`config.mk`:
```
export PLATFORM = sky130hd
export DESIGN_NAME = sorted_insert_priority_queue
export DESIGN_NICKNAME = d
export VERILOG_FILES = /design/src/rtl/sipq_pkg.sv /design/src/rtl/sorted_insert_priority_queue.sv /design/src/rtl/sipq_cell.sv
export SDC_FILE = /design/constraint.sdc
export NUM_CORES = 1
export LEC_CHECK = 0
export ABC_CLOCK_PERIOD_IN_PS = 10900
export BUFFER_PORTS_ARGS = -buffer_cell sky130_fd_sc_hd__buf_4
export CAP_MARGIN = 5
export CELL_PAD_IN_SITES_DETAIL_PLACEMENT = 1
export CELL_PAD_IN_SITES_GLOBAL_PLACEMENT = 1
export CORE_ASPECT_RATIO = 0.8
export CORE_MARGIN = 3
export CORE_UTILIZATION = 55
export DETAILED_ROUTE_END_ITERATION = 7
export MAX_ROUTING_LAYER = met4
export PLACE_DENSITY = 0.82
export SLEW_MARGIN = 30
export SYNTH_ARGS = -nofsm -noshare
export SYNTH_HDL_FRONTEND = slang
export SYNTH_SLANG_ARGS = --single-unit
export TNS_END_PERCENT = 10
```
`constraint.sdc`:
```
create_clock -name clk_i -period 10.9 [get_ports clk_i]
set_input_delay 0.545 -clock clk_i [delete_from_list [all_inputs] [get_ports clk_i]]
set_output_delay 0.545 -clock clk_i [all_outputs]
set_load 0.01 [all_outputs]
```
`src/rtl/sipq_pkg.sv`:
```
// sipq_pkg: shared types and codes for the sorted-insert priority queue.
// Used by sipq_cell and sorted_insert_priority_queue; no dependencies.
package sipq_pkg;

  localparam int unsigned DataW   = 32;
  localparam int unsigned PrioW   = 8;
  localparam int unsigned StatusW = 2;
  localparam int unsigned FillW   = 5;

  typedef enum logic {
    FUNC_ENQ = 1'b0,
    FUNC_DEQ = 1'b1
  } func_e;

  typedef enum logic [StatusW-1:0] {
    ST_OK       = 2'd0,
    ST_OVERFLOW = 2'd1,
    ST_EMPTY    = 2'd2
  } status_e;

  // Broadcast command seen by every cell in the row.
  typedef struct packed {
    logic                    enq;   // enqueue that fits
    logic                    deq;   // dequeue on a non-empty queue
    logic [PrioW-1:0]        prio;
    logic signed [DataW-1:0] data;
  } sipq_cmd_t;

  // What one cell hands to its neighbors.
  typedef struct packed {
    logic                    gt;    // empty, or holds a larger priority than the command
    logic [PrioW-1:0]        prio;
    logic signed [DataW-1:0] data;
  } sipq_link_t;

endpackage

```
`src/rtl/sorted_insert_priority_queue.sv`:
```
// sorted_insert_priority_queue: top level, a row of DEPTH sipq_cell slots
// plus fill counter and output register. Depends on sipq_pkg and sipq_cell.

// Priority queue of DEPTH entries kept sorted in a row of cells, head at
// cell 0. Every cell compares its priority with the incoming one in the
// same cycle, so one word is accepted per cycle while the input does not
// stall, and its result word is captured in the output register on the
// next edge. The input stalls only while the output register holds a
// word that the receiver stalls. Equal priorities leave in arrival order.
// Status: ok, overflow (enqueue while full, queue unchanged) or empty
// (dequeue while empty, data zero). fill_count is the entry count after
// the operation, taken modulo 32. No clearing pass after reset.
module sorted_insert_priority_queue #(
  parameter int unsigned DEPTH = 16
) (
  input  logic                              clk_i,
  input  logic                              rst_ni,
  input  logic                              in_valid_i,
  output logic                              in_stall_o,
  input  logic                              func_i,
  input  logic signed [sipq_pkg::DataW-1:0] data_in_i,
  input  logic [sipq_pkg::PrioW-1:0]        priority_in_i,
  output logic                              out_valid_o,
  input  logic                              out_stall_i,
  output logic signed [sipq_pkg::DataW-1:0] data_out_o,
  output logic [sipq_pkg::StatusW-1:0]      status_o,
  output logic [sipq_pkg::FillW-1:0]        fill_count_o
);

  localparam int unsigned CntW = $clog2(DEPTH + 1);

  logic [CntW-1:0]                   count_q, count_d;
  logic                              out_valid_q;
  logic signed [sipq_pkg::DataW-1:0] data_out_q, data_out_d;
  sipq_pkg::status_e                 status_q, status_d;
  logic [sipq_pkg::FillW-1:0]        fill_q;

  logic                 accept, is_enq, full, empty;
  sipq_pkg::sipq_cmd_t  cmd;
  sipq_pkg::sipq_link_t link [DEPTH];
  sipq_pkg::sipq_link_t left_in [DEPTH];
  sipq_pkg::sipq_link_t right_in [DEPTH];

  // Output register frees itself when taken, so a new word can enter.
  assign in_stall_o = out_valid_q && out_stall_i;
  assign accept     = in_valid_i && !in_stall_o;
  assign is_enq     = (sipq_pkg::func_e'(func_i) == sipq_pkg::FUNC_ENQ);
  assign full       = (count_q == CntW'(DEPTH));
  assign empty      = (count_q == '0);

  assign cmd.enq  = accept && is_enq && !full;
  assign cmd.deq  = accept && !is_enq && !empty;
  assign cmd.prio = priority_in_i;
  assign cmd.data = data_in_i;

  // Row of cells. Cell 0 sees a "not greater" head neighbor so a new
  // smallest entry lands there; the tail's right neighbor is don't-care
  // since a dequeue drops the tail slot from the count.
  for (genvar i = 0; i < DEPTH; i++) begin : g_cell
    if (i == 0) begin : g_head
      assign left_in[i] = '{gt: 1'b0, prio: '0, data: '0};
    end else begin : g_mid
      assign left_in[i] = link[i-1];
    end
    if (i == DEPTH - 1) begin : g_tail
      assign right_in[i] = link[i];
    end else begin : g_body
      assign right_in[i] = link[i+1];
    end

    sipq_cell u_cell (
      .clk_i      (clk_i),
      .cmd_i      (cmd),
      .occupied_i (count_q > CntW'(i)),
      .left_i     (left_in[i]),
      .right_i    (right_in[i]),
      .link_o     (link[i])
    );
  end

  always_comb begin
    count_d    = count_q;
    data_out_d = '0;
    status_d   = sipq_pkg::ST_OK;
    if (is_enq) begin
      if (full) begin
        status_d = sipq_pkg::ST_OVERFLOW;
      end else begin
        count_d = count_q + CntW'(1);
      end
    end else begin
      if (empty) begin
        status_d = sipq_pkg::ST_EMPTY;
      end else begin
        count_d    = count_q - CntW'(1);
        data_out_d = link[0].data;
      end
    end
  end

  always_ff @(posedge clk_i or negedge rst_ni) begin
    if (!rst_ni) begin
      count_q     <= '0;
      out_valid_q <= 1'b0;
    end else begin
      if (accept) begin
        count_q     <= count_d;
        out_valid_q <= 1'b1;
      end else if (!out_stall_i) begin
        out_valid_q <= 1'b0;
      end
    end
  end

  always_ff @(posedge clk_i) begin
    if (accept) begin
      data_out_q <= data_out_d;
      status_q   <= status_d;
      fill_q     <= sipq_pkg::FillW'(count_d);
    end
  end

  assign out_valid_o  = out_valid_q;
  assign data_out_o   = data_out_q;
  assign status_o     = status_q;
  assign fill_count_o = fill_q;

  // Count never passes capacity.
  a_count_bound: assert property (@(posedge clk_i) disable iff (!rst_ni)
    count_q <= CntW'(DEPTH))
    else $error("entry count above capacity");

  // Head two entries stay in priority order.
  a_sorted_head: assert property (@(posedge clk_i) disable iff (!rst_ni)
    (count_q >= CntW'(2)) |-> (link[0].prio <= link[1].prio))
    else $error("head entries out of order");

  // Enqueue on a full queue reports overflow and keeps the count.
  a_overflow: assert property (@(posedge clk_i) disable iff (!rst_ni)
    (accept && is_enq && full) |=>
      (status_q == sipq_pkg::ST_OVERFLOW) && (count_q == CntW'(DEPTH)))
    else $error("full enqueue not flagged");

  // A failed operation returns zero data.
  a_data_zero: assert property (@(posedge clk_i) disable iff (!rst_ni)
    (out_valid_q && (status_q != sipq_pkg::ST_OK)) |-> (data_out_q == '0))
    else $error("data on failed operation");

endmodule

```
`src/rtl/sipq_cell.sv`:
```
// sipq_cell: one slot of the sorted row; holds a data word and its priority.
// Depends on sipq_pkg.
module sipq_cell (
  input  logic                 clk_i,
  input  sipq_pkg::sipq_cmd_t  cmd_i,
  input  logic                 occupied_i,  // slot index below the fill count
  input  sipq_pkg::sipq_link_t left_i,      // neighbor nearer the head
  input  sipq_pkg::sipq_link_t right_i,     // neighbor nearer the tail
  output sipq_pkg::sipq_link_t link_o
);

  logic [sipq_pkg::PrioW-1:0]        prio_q, prio_d;
  logic signed [sipq_pkg::DataW-1:0] data_q, data_d;
  logic                              gt;

  // New word goes ahead of strictly larger priorities only (FIFO on ties).
  assign gt = !occupied_i || (prio_q > cmd_i.prio);

  always_comb begin
    prio_d = prio_q;
    data_d = data_q;
    if (cmd_i.deq) begin
      prio_d = right_i.prio;
      data_d = right_i.data;
    end else if (cmd_i.enq && gt) begin
      if (left_i.gt) begin
        prio_d = left_i.prio;
        data_d = left_i.data;
      end else begin
        prio_d = cmd_i.prio;
        data_d = cmd_i.data;
      end
    end
  end

  always_ff @(posedge clk_i) begin
    prio_q <= prio_d;
    data_q <= data_d;
  end

  assign link_o.gt   = gt;
  assign link_o.prio = prio_q;
  assign link_o.data = data_q;

endmodule

```
==> out/metrics.csv, run 1 <==
stage,metric,value,unit
setup_path,Crit Reg-Reg Startpoint,count_q[0]$_DFFE_PN0P_,
setup_path,Crit path max-delay family,simple AND/OR/NAND/NOR gates,
setup_path,Crit. End Element,register,
logic_synthesis,ranking of synthesized cells by area,"edfxtp_1 (56%), mux2i_1 (8.8%), nand2_1 (6.5%)",
floorplan,core box area,0.0650,mm^2
setup_path,WP buf/inv,3,
final_layout,# fillers,6669,
logic_synthesis,largest family of logic cells by synthesized area,compound AO/OA/AOI/OAI gates,
floorplan,initial core utilization,56.4,%
power,highest ir drop seen on vdd,0.163,mV
flow_run,max cap viols,0,
route,vias,28700,
global_routing,initial antenna violation count,3,
logic_synthesis,Mapped Cells,3336,
min_path,type of the worst min-delay path,input port to register,
sta,Fin Clk Skew,33.9,ps
logic_synthesis,Synth Area in Simple Gates,12.0,%
logic_synthesis,Synth warnings,0,
setup_path,Levels on crit path,10,
route,post-route ant nets,0,
logic_synthesis,synthesized area per cell,11.0,um^2
floorplan,Die W,295,um
logic_synthesis,Compound-Gate Fraction of Synth Area,13.1,%
setup_path,cells along the critical path,"inv_1, ha_1, nor3b_4, nand2_4, and2_4, nand2_8, buf_12, buf_4, nand2_2, o211ai_1",
min_path,Hold Crit Start,in_valid_i,
placed_design,Port Buffers,85,
sta,total negative slack,0,ps
logic_synthesis,syn_nets,3515,
route,number of DRC markers in iteration 0,3740,
setup_path,CP Class,register to register,
setup_path,Crit path required time,11340,ps
global_routing,gr ovfl total,0,
sta,Slew HR,30.7,%
clock_network,root buffer cell,clkbuf_16,
setup_path,crit path to,g_cell[12].u_cell.data_q[15]$_DFFE_PP_,
clock_network,hold_buf cts,1,
placed_design,routability cong.,0.942,
logic_synthesis,Post-synth EDFFs,679,
final_layout,Sequential cell area,0.0205,mm^2
route,Post-Route WL,123,mm
clock_network,"Reg clk slew, reported paths",60,ps
logic_synthesis,post-synth top area share,55.7,%
logic_synthesis,Synth Cell Area,0.0366,mm^2
power,Leakage,14.5,nW
global_routing,Global Route Usage Sum,36.4,%
route,DR WL/cell,29.5,um
setup_path,R2R setup slack,6060,ps
final_layout,layout cells sized above 1,10.3,%
global_routing,vias in the first global route,30000,
logic_synthesis,Synth top cells by count,"edfxtp_1 (679), nand2_1 (632), o21ai_0 (366), mux2i_1 (322), o211ai_1 (205)",
run_status,status,completed,
final_layout,area grow syn2layout,9.76,%
sta,worst slew pin tran,1040,ps
logic_synthesis,predominant post-synthesis flop cell,edfxtp_1,
setup_path,r2r worst-path depth,10,
logic_synthesis,XOR/XNOR Fraction of Synth Area,0.0717,%
clock_network,TritonCTS clock tree,yes,
clock_network,CTS Buf Count,72,
setup_path,reg2reg end,g_cell[12].u_cell.data_q[15]$_DFFE_PP_,
placed_design,DP HPWL,74.0,mm
sta,"Slew Viols, Final",0,
setup_path,crit path max fanout,146,
sta,setup-violating endpoint count in the final report,0,
route,Vias/cell,6.87,
global_routing,largest net degree at the start of global routing,266,
logic_synthesis,post-synthesis register bit count,685,
clock_network,Num Clock Sinks,685,
floorplan,die height,237,um
logic_synthesis,Synth cell types,55,
floorplan,Die ar.,0.0698,mm^2
route,drt first pass iters,5,
logic_synthesis,mux share of post-synthesis cell area,10.1,%
sta,Peak Freq,207,MHz
logic_synthesis,Synth Area in Adders,4.58,%
power,total power,0.00966,W
global_routing,first-pass GRT wire length,187,mm
clock_network,# Post-CTS Setup Buffers,0,
logic_synthesis,Synth area leader,edfxtp_1,
clock_network,Max clock buf depth,3,
clock_network,clk_lat worst skew,620,ps
setup_path,crit path from,count_q[0]$_DFFE_PN0P_,
final_layout,multi-input logic area,0.0149,mm^2
sta,Final Hold Fails,0,
setup_path,Worst Setup Start Kind,register,
logic_synthesis,async set or reset register ratio after synthesis,0.876,%
floorplan,site row count,83,
setup_path,Crit-path slowest cell,buf_4,
final_layout,# nets final,3447,
floorplan,Ports,86,
final_layout,final core occ,61.9,%
clock_network,CTS H-Tree Depth,3,
power,Power Density,240,mW/mm^2
route,drt drc,0,
sta,post-layout minimum cycle time,4840,ps
setup_path,Critical Path AT,5270,ps
setup_path,"Largest stage delay, worst path",740,ps
logic_synthesis,sequential share of the synthesized area,56.1,%
logic_synthesis,"count leader, synth",edfxtp_1,
sta,part of the cycle the worst path needs,44.4,%
sta,RSZ-0062 raised after global routing,false,
clock_network,post-CTS sizing,0,
flip-flops by register name, indices dropped and copies added (netlist names):
register              flops
g_cell.u_cell.data_q    512
g_cell.u_cell.prio_q    128
data_out_o               32
count_q                   5
fill_count_o              5
status_o                  2
out_valid_o               1
cell usage in the layout, fill, tap and decap left out, types with 21 or more instances in the layout:
cell and instances:
edfxtp_1 679, nand2_1 632, o21ai_0 352, mux2i_1 322
o211ai_1 205, nand3_1 199, ha_1 134, buf_4 130
a21oi_1 105, clkbuf_16 73, nor2_1 58, o21ai_1 46
mux2_2 43, a31oi_1 40, inv_1 37, and3_1 34
nand4_1 30, nand2_2 21
through the flow:
stage / instance area [um^2] / worst slack (ps) / cells / hold WS [ps]
finish: 40200 / 6060 / 4179 / 131
global placement: 37700 / 6100 / 4039 / 369
CTS: 40100 / 5980 / 4172 / 108
global route: 40200 / 5680 / 4179 / 149
detailed placement: 37800 / 5990 / 4040 / 369
floorplan: 36600 / 5140 / 3336 / 249
kinds of logic (layout without fill, tap and decap cells):
logic type | Yosys count | count (layout)
flip-flops | 685 | 685
AND/OR/NAND/NOR | 1015 | 1015
buffers and inverters | 324 | 313
AO/OA/AOI/OAI | 810 | 810
multiplexers | 365 | 365
adder cells (fa/ha/maj) | 134 | 134
other | 0 | 4
XOR/XNOR | 3 | 3
routing by layer:
layer | vias up | track usage [%] | routed length, um
met5 | - | - | 0
met4 | 0 | 12.5 | 4410
met3 | 293 | 6.50 | 12600
met2 | 1553 | 54.3 | 55200
met1 | 14600 | 50.4 | 51200
li1 | 12300 | - | -
worst min path at each step:
stage | end | cells past startpoint | slack (ps)
4_1_cts | out_valid_o$_DFFE_PN0P_ | 2 | 110
3_3_place_gp | out_valid_o$_DFFE_PN0P_ | 1 | 370
6_report | out_valid_o$_DFFE_PN0P_ | 2 | 130
5_1_grt | out_valid_o$_DFFE_PN0P_ | 2 | 150
2_1_floorplan | count_q[0]$_DFFE_PN0P_ | 0 | 250
3_5_place_dp | out_valid_o$_DFFE_PN0P_ | 1 | 370
worst register-to-register path, cell delays in order, from the launching register on:
cell and delay, ps:
dfrtp_1 510, inv_1 230, ha_1 200, nor3b_4 390, nand2_4 370, and2_4 360, nand2_8 540, buf_12 680
buf_4 770, nand2_2 350, o211ai_1 290
final cells by class:
cell class / instances / area share [%]
diodes: 4 / 0.0249
repair buffers: 143 / 2.94
flip-flops and latches: 685 / 51.1
clock buffers: 89 / 4.69
clock inverters: 42 / 1.13
inverters: 39 / 0.364
well taps: 850 / 2.65
multi-input cells: 2327 / 37.1
where the power goes:
part | internal (W) | switching, W | total (W)
Clock | 0.00145 | 0.00109 | 0.00254
Combinational | 0.00104 | 0.00208 | 0.00312
Sequential | 0.00367 | 0.000333 | 0.00400
Note: power is estimated with default switching activity, not from simulation.
==> run 2: changes to the inputs <==
ABC_CLOCK_PERIOD_IN_PS = 4600   (was 10900)
CORE_UTILIZATION = 51   (was 55)
PLACE_DENSITY = 0.77   (was 0.82)
clock period = 4.6 ns   (was 10.9 ns; I/O delays follow)
==> run 2 against run 1 <==
Compared with the run above:
- cell count up 3.0%
- total power up 140%
- fmax up 21%
- die area up 7.7%
- non-clock buffer count up 39
- largest cell class unchanged
- critical path depth down 1
- combinational power up 140%
- worst hold slack worse by 110 ps
- utilization down 4.1 points
==> out/metrics.csv, run 2 (same netlist as run 1, synthesis figures left out) <==
stage,metric,value,unit,change
final_layout,final core occ,57.8,%,-4.1 points
route,drt drc,0,,unchanged
route,Post-Route WL,125,mm,+1.2%
global_routing,largest net degree at the start of global routing,168,,-37%
sta,Fin Clk Skew,35.4,ps,+1.54 ps
clock_network,post-CTS sizing,0,,unchanged
global_routing,initial antenna violation count,3,,unchanged
setup_path,Crit. End Element,register,,
route,Vias/cell,6.64,,-3.3%
route,vias,28600,,-0.38%
sta,post-layout minimum cycle time,4010,ps,-825 ps
setup_path,Crit path required time,4960,ps,-6380 ps
setup_path,CP Class,register to register,,
clock_network,root buffer cell,clkbuf_16,,
power,highest ir drop seen on vdd,0.337,mV,+110%
route,DR WL/cell,29.0,um,-1.8%
sta,"Slew Viols, Final",0,,unchanged
setup_path,R2R setup slack,590,ps,-5470 ps
final_layout,Largest Register,g_cell.u_cell.data_q,,
final_layout,# fillers,7377,,+11%
placed_design,routability cong.,0.893,,-5.2%
setup_path,Worst Setup Start Kind,register,,
placed_design,Port Buffers,85,,unchanged
clock_network,TritonCTS clock tree,yes,,
floorplan,initial core utilization,51.8,%,-4.6 points
setup_path,Critical Path AT,4370,ps,-900 ps
power,Leakage,14.8,nW,+2.0%
sta,worst slew pin tran,1060,ps,+22.9 ps
sta,total negative slack,0,ps,unchanged
power,total power,0.0231,W,+140%
floorplan,site row count,87,,+4.8%
global_routing,vias in the first global route,29300,,-2.0%
sta,RSZ-0062 raised after global routing,false,,
min_path,type of the worst min-delay path,input port to register,,
run_status,status,completed,,
floorplan,Die ar.,0.0751,mm^2,+7.7%
sta,part of the cycle the worst path needs,87.2,%,+43 points
final_layout,area grow syn2layout,11.6,%,
route,post-route ant nets,0,,unchanged
flow_run,max cap viols,0,,unchanged
min_path,worst hold path depth,2,,unchanged
floorplan,Die W,306,um,+3.8%
clock_network,Num Clock Sinks,685,,unchanged
final_layout,Sequential cell area,0.0205,mm^2,unchanged
sta,Final Hold Fails,0,,unchanged
clock_network,# Post-CTS Setup Buffers,0,,unchanged
final_layout,multi-input logic area,0.0149,mm^2,unchanged
sta,Peak Freq,249,MHz,+21%
clock_network,CTS Buf Count,73,,+1.4%
setup_path,crit path max fanout,21,,-86%
global_routing,Global Route Usage Sum,33.7,%,-2.6 points
final_layout,Largest register FFs,512,,unchanged
final_layout,"commonest non-fill, non-tap cell in the layout",edfxtp_1,,
global_routing,gr ovfl total,0,,unchanged
final_layout,most frequent cells in the layout,"edfxtp_1 (679), nand2_1 (632), o21ai_0 (352)",,
power,Power Density,566,mW/mm^2,+140%
setup_path,r2r worst-path depth,9,,-1
clock_network,Max clock buf depth,3,,unchanged
floorplan,Ports,86,,unchanged
route,drt first pass iters,5,,unchanged
floorplan,core box area,0.0708,mm^2,+8.8%
final_layout,layout cells sized above 1,11.2,%,+0.87 points
sta,Slew HR,28.5,%,-2.2 points
final_layout,# nets final,3487,,+1.2%
sta,setup-violating endpoint count in the final report,0,,unchanged
global_routing,first-pass GRT wire length,187,mm,+0.16%
floorplan,die height,246,um,+3.8%
clock_network,"Reg clk slew, reported paths",60,ps,about the same
clock_network,clk_lat worst skew,650,ps,+30 ps
placed_design,DP HPWL,73.6,mm,-0.47%
route,number of DRC markers in iteration 0,3338,,-11%
clock_network,CTS H-Tree Depth,3,,unchanged
==> run 2: changes by cell type in the layout (fill, tap and decap cells not counted), sizes merged <==
cell,previous run,this run
diode,4,2
inv,40,42
bufinv,9,8
buf,142,172
clkinvlp,3,1
clkbuf,89,90
clkinv,29,34
dlygate4sd3,1,10
==> run 2: final cells by class <==
cell class              instances  area share, %
flip-flops and latches        685           50.3
multi-input cells            2327           36.5
clock buffers                  90           4.73
repair buffers                182           4.17
well taps                     934           2.86
clock inverters                46           1.11
inverters                      39          0.358
diodes                          2         0.0122
==> run 2: path summary, 6_finish.rpt <==
path,startpoint,to
worst min register to register,g_cell[14].u_cell.data_q[20]$_DFFE_PP_,g_cell[13].u_cell.data_q[20]$_DFFE_PP_
worst min-delay path,data_in_i[31],g_cell[15].u_cell.data_q[31]$_DFFE_PP_
worst max-delay path,count_q[0]$_DFFE_PN0P_,g_cell[15].u_cell.data_q[1]$_DFFE_PP_
min in group asynchronous,rst_ni,count_q[2]$_DFFE_PN0P_
worst max register to register,count_q[0]$_DFFE_PN0P_,g_cell[15].u_cell.data_q[1]$_DFFE_PP_
max in group asynchronous,rst_ni,count_q[0]$_DFFE_PN0P_
==> run 2: repair_timing <==
action,in CTS,in global routing
hold buffers,10,0
setup endpoints to repair,0,0
endpoints found under the hold margin,13,0
==> run 2: critical path, stage by stage (launching register included) <==
cell       delay, ps
dfrtp_1          490
inv_1            220
ha_1             200
nor3b_4          600
a21oi_1          260
nand2_1          580
buf_4            480
nor2_1           160
o2bb2ai_4        360
buf_4            340
==> run 2: per-layer routing <==
metal	vias to the layer above	global-route usage, %	part of all wire, %	wire, um
li1	12400	-	-	-
met1	14700	47.0	43	53700
met2	1302	51.7	46	57600
met3	216	5.21	8.3	10400
met4	0	9.52	2.5	3170
met5	-	-	0	0
==> run 2: per-stage QoR <==
stage	std cells	setup WS [ps]	area [um^2]	hold slack (ps)
after floorplan	3336	-827	36600	-65.6
after global placement	4157	866	38400	54.3
after detailed placement	4157	707	38400	58.3
after CTS	4303	649	40900	0.764
after global routing	4304	499	40900	22.7
final	4305	590	40900	24.0
==> run 2: power breakdown <==
group | internal [W] | switching [W] | total, W
clock | 0.00346 | 0.00265 | 0.00610
combinational | 0.00259 | 0.00503 | 0.00761
sequential | 0.00868 | 0.000750 | 0.00943
